### config.mk
export PLATFORM = sky130hd
export DESIGN_NAME = text_display_word_decoder_flat
export DESIGN_NICKNAME = d
export VERILOG_FILES = /design/src/hdl/tdwd_pkg.sv /design/src/hdl/tdwd_in_if.sv /design/src/hdl/tdwd_out_if.sv /design/src/hdl/text_display_word_decoder.sv /design/src/flat_wrapper.sv
export VERILOG_INCLUDE_DIRS = /design/src /design/src/hdl
export SDC_FILE = /design/constraint.sdc
export NUM_CORES = 1
export LEC_CHECK = 0
export ABC_AREA = 0
export BUFFER_PORTS_ARGS = -buffer_cell sky130_fd_sc_hd__buf_2
export CAP_MARGIN = 5
export CORE_UTILIZATION = 40
export DETAILED_ROUTE_END_ITERATION = 6
export HOLD_SLACK_MARGIN = 0.08
export MAX_ROUTING_LAYER = met4
export PLACE_DENSITY = 0.64
export SLEW_MARGIN = 20
export SYNTH_ARGS = -nofsm -noshare
export SYNTH_HDL_FRONTEND = slang
export SYNTH_SLANG_ARGS = --single-unit
export TNS_END_PERCENT = 5
### constraint.sdc
create_clock -name clk -period 11.1 [get_ports clk]
set_input_delay 1.11 -clock clk [delete_from_list [all_inputs] [get_ports clk]]
set_output_delay 1.11 -clock clk [all_outputs]
set_load 0.01 [all_outputs]
### src/hdl/text_display_word_decoder_assert.svh
// assertion macros for the text display word decoder
`ifndef TEXT_DISPLAY_WORD_DECODER_ASSERT_SVH
`define TEXT_DISPLAY_WORD_DECODER_ASSERT_SVH

`ifndef SYNTH

`define TDWD_ASSERT_IMP(lbl, clk_s, rst_s, ante, cons) \
  lbl: assert property (@(posedge clk_s) disable iff (rst_s) (ante) |-> (cons)) \
    else $error("tdwd assertion failed");

`define TDWD_ASSERT_NXT(lbl, clk_s, rst_s, ante, cons) \
  lbl: assert property (@(posedge clk_s) disable iff (rst_s) (ante) |=> (cons)) \
    else $error("tdwd assertion failed");

`else

`define TDWD_ASSERT_IMP(lbl, clk_s, rst_s, ante, cons)

`define TDWD_ASSERT_NXT(lbl, clk_s, rst_s, ante, cons)

`endif

`endif

### src/hdl/tdwd_pkg.sv
// package with codes and character helpers for the text display word decoder
package tdwd_pkg;

  localparam logic [1:0] REQ_FRAME = 2'd0;
  localparam logic [1:0] REQ_WORD  = 2'd1;
  localparam logic [1:0] REQ_READ  = 2'd2;

  localparam logic [7:0] WT_CHAR = 8'h03;
  localparam logic [7:0] WT_CMD  = 8'h02;

  localparam logic [7:0] CMD_CLEAR = 8'h06;
  localparam logic [7:0] CMD_HOME  = 8'h02;
  localparam logic [7:0] CMD_LINE2 = 8'hC0;

  localparam logic [7:0] SYM_BLOCK  = 8'd11;
  localparam logic [7:0] SYM_ARROW  = 8'd16;
  localparam logic [7:0] SYM_CIRCLE = 8'd22;
  localparam logic [7:0] SYM_NOTE   = 8'd145;
  localparam logic [7:0] SYM_BELL   = 8'd152;

  localparam logic [7:0] CHAR_SPACE = 8'h20;
  localparam logic [7:0] CHAR_TILDE = 8'h7E;

  function automatic logic [7:0] filter_char(input logic [7:0] c);
    logic sym;
    logic printable;
    sym = (c == SYM_BLOCK) || (c == SYM_ARROW) || (c == SYM_CIRCLE) ||
          (c == SYM_NOTE) || (c == SYM_BELL);
    printable = (c >= CHAR_SPACE) && (c <= CHAR_TILDE);
    return (sym || printable) ? c : CHAR_SPACE;
  endfunction

  function automatic logic [7:0] map_symbol(input logic [7:0] c);
    logic [7:0] r;
    case (c)
      SYM_BLOCK:  r = 8'h23;
      SYM_ARROW:  r = 8'h3E;
      SYM_CIRCLE: r = 8'h40;
      SYM_NOTE:   r = CHAR_SPACE;
      SYM_BELL:   r = 8'h6F;
      default:    r = c;
    endcase
    return r;
  endfunction

endpackage

### src/hdl/tdwd_in_if.sv
// input word channel of the text display word decoder
interface tdwd_in_if;
  logic       valid;
  logic       ready;
  logic [1:0] req_type;
  logic [7:0] word_type;
  logic [7:0] word_value;
  logic [6:0] read_addr;

  modport source (output valid, req_type, word_type, word_value, read_addr, input ready);
  modport sink (input valid, req_type, word_type, word_value, read_addr, output ready);
endinterface

### src/hdl/tdwd_out_if.sv
// result word channel of the text display word decoder
interface tdwd_out_if;
  logic       valid;
  logic       ready;
  logic [7:0] read_char;
  logic [6:0] cursor;

  modport source (output valid, read_char, cursor, input ready);
  modport sink (input valid, read_char, cursor, output ready);
endinterface

### src/hdl/text_display_word_decoder.sv
// text display word decoder: two-line character store with write cursor
// input stage, then result stage; both hold while a result waits on dout.ready
// one word per cycle unless stalled; store write, cursor update in one stage
// character store is a memory with one valid bit per entry; clear resets them all
// reset: cursor 0, all entries read as space, both pipeline stages empty
`include "text_display_word_decoder_assert.svh"

module text_display_word_decoder #(
  parameter int LINE_LENGTH = 40
) (
  input  logic             clk,
  input  logic             rst,
  tdwd_in_if.sink          din,
  tdwd_out_if.source       dout
);

  localparam int STORE_SIZE = 2 * LINE_LENGTH;
  localparam int POS_W      = $clog2(STORE_SIZE + 1);
  localparam int ADDR_W     = $clog2(STORE_SIZE);

  logic [7:0]            mem [STORE_SIZE];
  logic [STORE_SIZE-1:0] filled;
  logic [POS_W-1:0]      write_pos;
  logic [POS_W-1:0]      write_pos_next;

  logic                  s1_valid;
  logic [1:0]            s1_req;
  logic [7:0]            s1_wtype;
  logic [7:0]            s1_wval;
  logic [6:0]            s1_raddr;

  logic                  out_valid;
  logic                  out_is_read;
  logic                  out_in_range;
  logic                  out_filled;
  logic [7:0]            rdata;
  logic [6:0]            out_cursor;

  logic                  adv;
  logic                  proc;
  logic                  mem_we;
  logic                  clear_all;
  logic                  rd_en;
  logic                  rd_in_range;
  logic [ADDR_W-1:0]     wr_idx;
  logic [ADDR_W-1:0]     rd_idx;

  assign adv       = !out_valid || dout.ready;
  assign proc      = adv && s1_valid;
  assign din.ready = adv;

  assign wr_idx      = write_pos[ADDR_W-1:0];
  assign rd_idx      = s1_raddr[ADDR_W-1:0];
  assign rd_in_range = {1'b0, s1_raddr} < 8'(STORE_SIZE);

  always_comb begin
    write_pos_next = write_pos;
    mem_we         = 1'b0;
    clear_all      = 1'b0;
    rd_en          = 1'b0;
    if (proc) begin
      case (s1_req)
        tdwd_pkg::REQ_FRAME: begin
          clear_all      = 1'b1;
          write_pos_next = '0;
        end
        tdwd_pkg::REQ_WORD: begin
          if (s1_wtype == tdwd_pkg::WT_CHAR) begin
            if (write_pos < POS_W'(STORE_SIZE)) begin
              mem_we         = 1'b1;
              write_pos_next = POS_W'(write_pos + 1'b1);
            end
          end else if (s1_wtype == tdwd_pkg::WT_CMD) begin
            if (s1_wval == tdwd_pkg::CMD_CLEAR) begin
              clear_all = 1'b1;
            end else if (s1_wval == tdwd_pkg::CMD_HOME) begin
              write_pos_next = '0;
            end else if (s1_wval == tdwd_pkg::CMD_LINE2) begin
              write_pos_next = POS_W'(LINE_LENGTH);
            end
          end
        end
        tdwd_pkg::REQ_READ: begin
          rd_en = rd_in_range;
        end
        default: begin
        end
      endcase
    end
  end

  // character memory
  always_ff @(posedge clk) begin
    if (mem_we) begin
      mem[wr_idx] <= tdwd_pkg::filter_char(s1_wval);
    end
  end

  always_ff @(posedge clk) begin
    if (rd_en) begin
      rdata <= mem[rd_idx];
    end
  end

  always_ff @(posedge clk) begin
    if (rst) begin
      filled    <= '0;
      write_pos <= '0;
    end else begin
      write_pos <= write_pos_next;
      if (clear_all) begin
        filled <= '0;
      end else if (mem_we) begin
        filled[wr_idx] <= 1'b1;
      end
    end
  end

  // input stage
  always_ff @(posedge clk) begin
    if (rst) begin
      s1_valid <= 1'b0;
    end else if (adv) begin
      s1_valid <= din.valid;
    end
  end

  always_ff @(posedge clk) begin
    if (adv) begin
      s1_req   <= din.req_type;
      s1_wtype <= din.word_type;
      s1_wval  <= din.word_value;
      s1_raddr <= din.read_addr;
    end
  end

  // result stage
  always_ff @(posedge clk) begin
    if (rst) begin
      out_valid <= 1'b0;
    end else if (adv) begin
      out_valid <= s1_valid;
    end
  end

  always_ff @(posedge clk) begin
    if (proc) begin
      out_is_read  <= (s1_req == tdwd_pkg::REQ_READ);
      out_in_range <= rd_in_range;
      out_filled   <= filled[rd_idx];
      out_cursor   <= 7'(write_pos_next);
    end
  end

  assign dout.valid     = out_valid;
  assign dout.cursor    = out_cursor;
  assign dout.read_char = !out_is_read ? 8'h00 :
                          (!out_in_range || !out_filled) ? tdwd_pkg::CHAR_SPACE :
                          tdwd_pkg::map_symbol(rdata);

  `TDWD_ASSERT_IMP(a_pos_bound, clk, rst, 1'b1, write_pos <= POS_W'(STORE_SIZE))
  `TDWD_ASSERT_NXT(a_frame_clear, clk, rst, proc && s1_req == tdwd_pkg::REQ_FRAME,
                   write_pos == '0 && filled == '0)
  `TDWD_ASSERT_NXT(a_char_adv, clk, rst, mem_we, write_pos == POS_W'($past(write_pos) + 1'b1))
  `TDWD_ASSERT_IMP(a_cursor_track, clk, rst, out_valid, out_cursor == 7'(write_pos))

endmodule
### src/flat_wrapper.sv
// flat-port wrapper written by rule: the top's interface ports become plain ports
module text_display_word_decoder_flat 
#(
  parameter int LINE_LENGTH = 40
)
  (clk, rst, din_valid, din_req_type, din_word_type, din_word_value, din_read_addr, din_ready, dout_valid, dout_read_char, dout_cursor, dout_ready);
  tdwd_in_if din_i ();
  tdwd_out_if dout_i ();
  input  logic clk;
  input  logic rst;
  input wire logic [$bits(din_i.valid)-1:0] din_valid;
  input wire logic [$bits(din_i.req_type)-1:0] din_req_type;
  input wire logic [$bits(din_i.word_type)-1:0] din_word_type;
  input wire logic [$bits(din_i.word_value)-1:0] din_word_value;
  input wire logic [$bits(din_i.read_addr)-1:0] din_read_addr;
  output wire logic [$bits(din_i.ready)-1:0] din_ready;
  output wire logic [$bits(dout_i.valid)-1:0] dout_valid;
  output wire logic [$bits(dout_i.read_char)-1:0] dout_read_char;
  output wire logic [$bits(dout_i.cursor)-1:0] dout_cursor;
  input wire logic [$bits(dout_i.ready)-1:0] dout_ready;
  assign din_i.valid = din_valid;
  assign din_i.req_type = din_req_type;
  assign din_i.word_type = din_word_type;
  assign din_i.word_value = din_word_value;
  assign din_i.read_addr = din_read_addr;
  assign din_ready = din_i.ready;
  assign dout_valid = dout_i.valid;
  assign dout_read_char = dout_i.read_char;
  assign dout_cursor = dout_i.cursor;
  assign dout_i.ready = dout_ready;
  text_display_word_decoder #(.LINE_LENGTH(LINE_LENGTH)) u_core (.clk(clk), .rst(rst), .din(din_i), .dout(dout_i));
endmodule
# Word-level counts from Yosys, hierarchy flattened
# Memories as Yosys holds them, arrays and structs flattened. A register that Yosys moved wholly into a read port is not among the register bits.
# Cells that the tools add are included.
[op_classes]
addsub = 1
order_cmp = 7
n_eq_ne = 17
muxes = 29
bitwise = 1
n_reduce_logical = 15
[op_table]
columns = ["operator", "count"]
rows = [
  ["$or 80x80->80", 1],
  ["$mux 7", 7],
  ["$eq 8x8->1 const B", 5],
  ["$pmux 8 s5", 1],
  ["$eq 8x5->1 const B", 4],
  ["$eq 8x2->1 const B", 3],
  ["$mux 8", 3],
  ["$eq 8x4->1 const B", 2],
  ["$lt 7x8->1 const B", 2],
  ["$lt 7x7->1 const B", 2],
  ["$mux 1", 14],
  ["$pmux 7 s2", 1],
  ["$eq 8x3->1 const B", 1],
  ["$ge 8x6->1 const B", 1],
  ["$le 8x7->1 const B", 1],
  ["$add 7x1->7 const B", 1],
  ["$bmux 1 s7", 1],
  ["$demux 1 s7", 1],
  ["$ge 7x1->1 const B", 1],
  ["$logic_or 1x1->1", 7],
  ["$logic_and 1x1->1", 3],
  ["$logic_not 1->1", 3],
  ["$eq 2x1->1 const B", 1],
  ["$eq 2x2->1 const B", 1],
  ["3 further kinds", 3],
]
[totals]
regBits = 124
ramBits = 640
inputBits = 29
output_inout_bits = 17
wordCells = 83
mem_count = 1
[memory_table]
columns = ["name", "words", "width", "read_ports", "rd_clocked_by_memory_dff", "write_ports", "line", "source"]
rows = [
  ["u_core.mem", 80, 8, 1, 1, 1, "text_display_word_decoder.sv:21", "logic [7:0] mem [STORE_SIZE];"],
]

# Depth between registers and ports, before layout
[depth]
ltp_word = 8
mapped_depth = 10
ltp_nobuf = 6

# Least setup slack after synthesis
# OpenSTA, ideal clock, no wires.
[synth_path]
path_type = "register -> register"
start = "register u_core.s1_wval[0]"
end = "memory u_core.mem[0][7] (data pin)"
setup_ns = 1.026
arrival_time_ns = 4.965
t_required_ns = 10.074
path_slack_ns = 5.109
stages_incl_launch_ff = 4
path_buffers = 0
synth_period_minus_slack_ns = 5.991
path_cell_list = "edfxtp_1 > xor2_1 > nand4b_1 > nor4_1"
[synth_via]
elab_chain_len = 7
word_cells_on_any_way = 14
cone_classes = "2 x order compare; 5 x eq/ne; 1 x mux; 6 x reduce/logical"
[synth_rtl]
columns = ["element", "line", "source"]
rows = [
  ["start, declared", "text_display_word_decoder.sv:29", "logic [7:0] s1_wval;"],
  ["start signal, assigned", "text_display_word_decoder.sv:132", "s1_wval <= din.word_value;"],
  ["parallel branches: the longest is 5 deep, another holds $ge 8x6->1", "--", ""],
  ["$logic_or 1x1->1 (*)", "tdwd_pkg.sv:30", "return (sym || printable) ? c : CHAR_SPACE;"],
  ["$mux 8 (*)", "tdwd_pkg.sv:30", ""],
  ["end, declared", "text_display_word_decoder.sv:21", ""],
]
# Every way passes the cells marked *.

# Final worst setup path
[layout_path]
start = "register u_core.s1_raddr[1], in the netlist u_core.rd_idx[1]"
end = "register u_core.rdata[2], read port of u_core.mem (data pin)"
[layout_via]
elab_chain_len = 3
[layout_rtl]
columns = ["element", "line", "source"]
rows = [
  ["start, declared", "text_display_word_decoder.sv:30", "logic [6:0] s1_raddr;"],
  ["start signal, assigned", "text_display_word_decoder.sv:133", "s1_raddr <= din.read_addr;"],
  ["$lt 7x7->1", "text_display_word_decoder.sv:54", "assign rd_in_range = {1'b0, s1_raddr} < 8'(STORE_SIZE);"],
  ["$mux 1", "text_display_word_decoder.sv:62", "case (s1_req)"],
  ["$mux 1", "text_display_word_decoder.sv:61", "if (proc) begin"],
  ["end, declared", "text_display_word_decoder.sv:36", "logic [7:0] rdata;"],
]
# Parallel ways exist; a longest one is shown, timed or not.
# A chain may end at the register's enable or synchronous reset.

==> results list <==
* Combinational family with the most area after synthesis: multiplexers
- Shortest clock period the worst path allows after layout: 4.58 ns
* Source of the worst register-to-register timing path: u_core.rd_idx[1]$_DFFE_PN_
* Number of instances on the worst hold path: 1
* Vias per std cell: 5.95
- Setup repair after global routing left no endpoint under its margin.
* Number of buffers on the longest clock path: 3
- Number of antenna violations at the first check in global routing: 7
- The region available for standard cell placement spans 74900 sq um.
* Post-synth design cell area: 30500 sq um
* Wire length of the first global-routing pass: 110 mm
* Max cap viols: 0
- Nature of the critical path endpoint: register
- Wire length per cell after detailed routing: 27.7 microns
- Die Outline Area: 77300 sq um
* Remaining global-route overflow: 0
- Number of different library cells in the post-synthesis netlist: 63
* Net count, final: 1666
* Post-synth EDFFs: 683
- Leakage: 10.6 nW
* Number of global-route vias before repair: 16.0k
* Worst ir drop on vdd: 0.150 mV
* Synth top cells by count: edfxtp_1, mux4_2, dfxtp_1
- In the global route stage, overall resource usage came out at 19.9%.
- Mean instance size in the synthesized netlist: 19.4 sq um
* Insertion delay of the later-clocked pin in the worst-skew pair: 0.63 ns
* Most used flip-flop cell after synthesis: edfxtp_1
- Cts-stage hold buffer count: 0
* Final ANT Viol Nets: 0
- Placement-stage cell area: 32000 sq um
- The flow ran to the end, and the final reports show no timing, DRC or antenna violations.
* Fraction of final layout cells sized beyond drive strength 1: 29.0%
- Post-Synthesis Cells: 1573
- Setup violations remaining at the end of the flow were counted as 0.
* Sink of the worst hold path: u_core.filled[44]$_SDFFE_PP0P_
- Highest clock rate: 218 MHz
* Synthesized Nets: 1603
- The final hold violation count came to 0.
- Type of element launching the critical path: register
- Drt first-iter violations: 1884
- At the worst endpoint, the required time is 11.43 ns.
- Final Max Slew Viols: 0
- Area overhead of the layout relative to synthesis: 14.1%
- By startpoint and endpoint, the worst setup path is classified as reg -> reg.
* Fraction of the mapped netlist area in simple logic gates: 5.71%
- Worst r2r path cells: 7
- Area fraction in compound gates after synthesis: 4.48%
- At the end of routability-driven placement, the weighted congestion stood at 0.868.
- Launch instance of the worst min-delay path: u_core.filled[44]$_SDFFE_PP0P_
* Cell row count: 100
- Clock sink total: 772
- During synthesis, Yosys emitted a total of 0 warnings.
- Worst setup slack for register-to-register paths: 6.52 ns
* Number of post-CTS setup repair buffers: 0
- In this run the tightest slew margin relative to its limit is 22.1%.
* Cell area after layout: 34800 sq um
- Portion of the clock cycle consumed by the worst path in the final layout: 41.2%
* Most frequently used cell type in the post-synthesis netlist: edfxtp_1
* Clock tree skew after final layout: 0.0257 ns
- Tracing the worst setup path back leads to its startpoint at u_core.rd_idx[1]$_DFFE_PN_.
* Maximum number of pins on one net before global-route repair: 103
- Die boundary width: 278 microns
* Number of vias after detailed routing: 15.9k
* Root buffer cell: clkbuf_16
- Summed over all failing endpoints, the final setup total negative slack is 0 ns.
* Proportion of netlist area held by the largest area contributor: 67.3%
- Class of the most critical hold timing path: reg -> reg
- Post-synthesis adder-cell area fraction: 0.0411%
- In this run the power density over the cells is 180 nW/um^2.
- Of all flip-flops after synthesis, the portion carrying an async set or reset was 0%.
* CP Data Arrival Time: 4.91 ns
* Fraction of synthesized cell area in xor and xnor cells: 0.115%
- The floorplan step set the die height to 278 microns.
* IO Port Bufs: 45
- The wire-length estimate of the detail-placed layout is 44.9 mm.
* Clock tree from TritonCTS: built
- Detailed-routing iteration count for the pre-antenna-repair pass: 5
- Count of unresolved DRC violations after routing: 0
- CP max FO: 66
* # resized after CTS: 0
* Flops & latches, synth: 772
- H-tree depth: 3
- Multiplexer cells account for 14.8% of the synthesized area.
- The biggest area contributor in the post-synthesis netlist is edfxtp_1.
- Starting density of the core: 40.7%
- Reg clk slew, reported paths: 0.06 ns
- 46 I/O pins were placed.
- In this run the critical register-to-register path is captured at u_core.rdata[2]$_DFFE_PP_.
- After synthesis, flip-flops and latches occupy 73.1% of the total area.
* Cells taking the most area after synthesis: edfxtp_1, mux4_2, dfxtp_1, o21a_1, nor4_2
* Number of clock buffers inserted by TritonCTS: 78
- The final layout contains routed wiring with a total length of 74.0 mm.
- At the pin with the least slew margin, the transition time is 1.14 ns.
[where the power goes]
group,internal (mW),switching (mW),total [mW]
sequential,3.18,0.0139,3.19
combinational,0.108,0.197,0.305
clock,1.66,1.11,2.77
total,4.94,1.32,6.26
[metal layers]
metal,track usage (%),wire [microns],vias up
met5,-,0,-
met4,7.21,2450,0
met3,3.45,4950,136
met2,30.6,35400,692
met1,26.7,31200,8419
li1,-,-,6666
[registers in the layout, summed over array words and instances, names as in the netlist, 2 cells and up]
register / cells
u_core.mem: 640
u_core.dout.cursor: 7
u_core.s1_wval: 8
u_core.s1_req: 2
u_core.rdata: 8
u_core.wr_idx: 7
u_core.filled: 80
u_core.rd_idx: 7
u_core.s1_wtype: 8
[how the worst max path moves through the flow]
stage	to	depth (start not counted)
after global placement	u_core.mem[44][7]$_DFFE_PP_	6
after CTS	u_core.rdata[2]$_DFFE_PP_	7
after detailed placement	u_core.mem[74][1]$_DFFE_PP_	6
final	u_core.rdata[2]$_DFFE_PP_	7
after floorplan	u_core.mem[0][7]$_DFFE_PP_	3
after global routing	u_core.rdata[2]$_DFFE_PP_	7
[logic make-up (layout without fill, tap and decap cells)]
group	after synthesis	count (layout)
flops	772	772
mux	215	215
compound gates	194	194
other cells	0	6
buf+inv	112	240
xor+xnor	4	4
simple gates	275	275
fa+ha+maj	1	1
[stage by stage]
stage / worst slack, ns / hold slack, ns / cells / power, mW / util [%]
after floorplan: 5.11 / 0.435 / 1573 / 3.45 / -
after global placement: 6.32 / 0.442 / 2525 / 3.56 / 42.5
after detailed placement: 6.18 / 0.448 / 2525 / 3.56 / 42.7
after CTS: 6.53 / 0.461 / 2670 / 6.30 / 46.3
after global routing: 6.43 / 0.476 / 2676 / 6.43 / 46.4
final: 6.52 / 0.459 / 2676 / 6.26 / 46.4
[final cells by class]
class,count,area [sq um]
diodes,6,15.0
clock buffers,100,2150
clock inverters,45,566
fillers,6124,40200
inverters,11,41.3
multi-input cells,689,7970
flip-flops and latches,772,22300
well taps,969,1210
repair buffers,84,531
[placed cells by master (no fill, tap or decap), types with 21 or more instances in the layout]
cell type,instances
dfxtp_1,88
nor2_1,42
clkbuf_16,80
nand3_1,21
nor4_2,33
buf_2,45
nand2_1,52
buf_4,38
mux2i_1,24
edfxtp_1,683
o21a_1,81
mux4_2,189
a21oi_1,25
a22oi_1,25
nor3_2,29
[worst max-delay path: stages, from the launching register on]
cell,delay [ns]
edfxtp_1,0.34
buf_4,0.80
buf_4,0.79
mux4_2,0.61
a22oi_1,0.35
nand2_1,0.21
a2111oi_0,1.04
nor2_1,0.06
(Power assumes the default switching activity.)
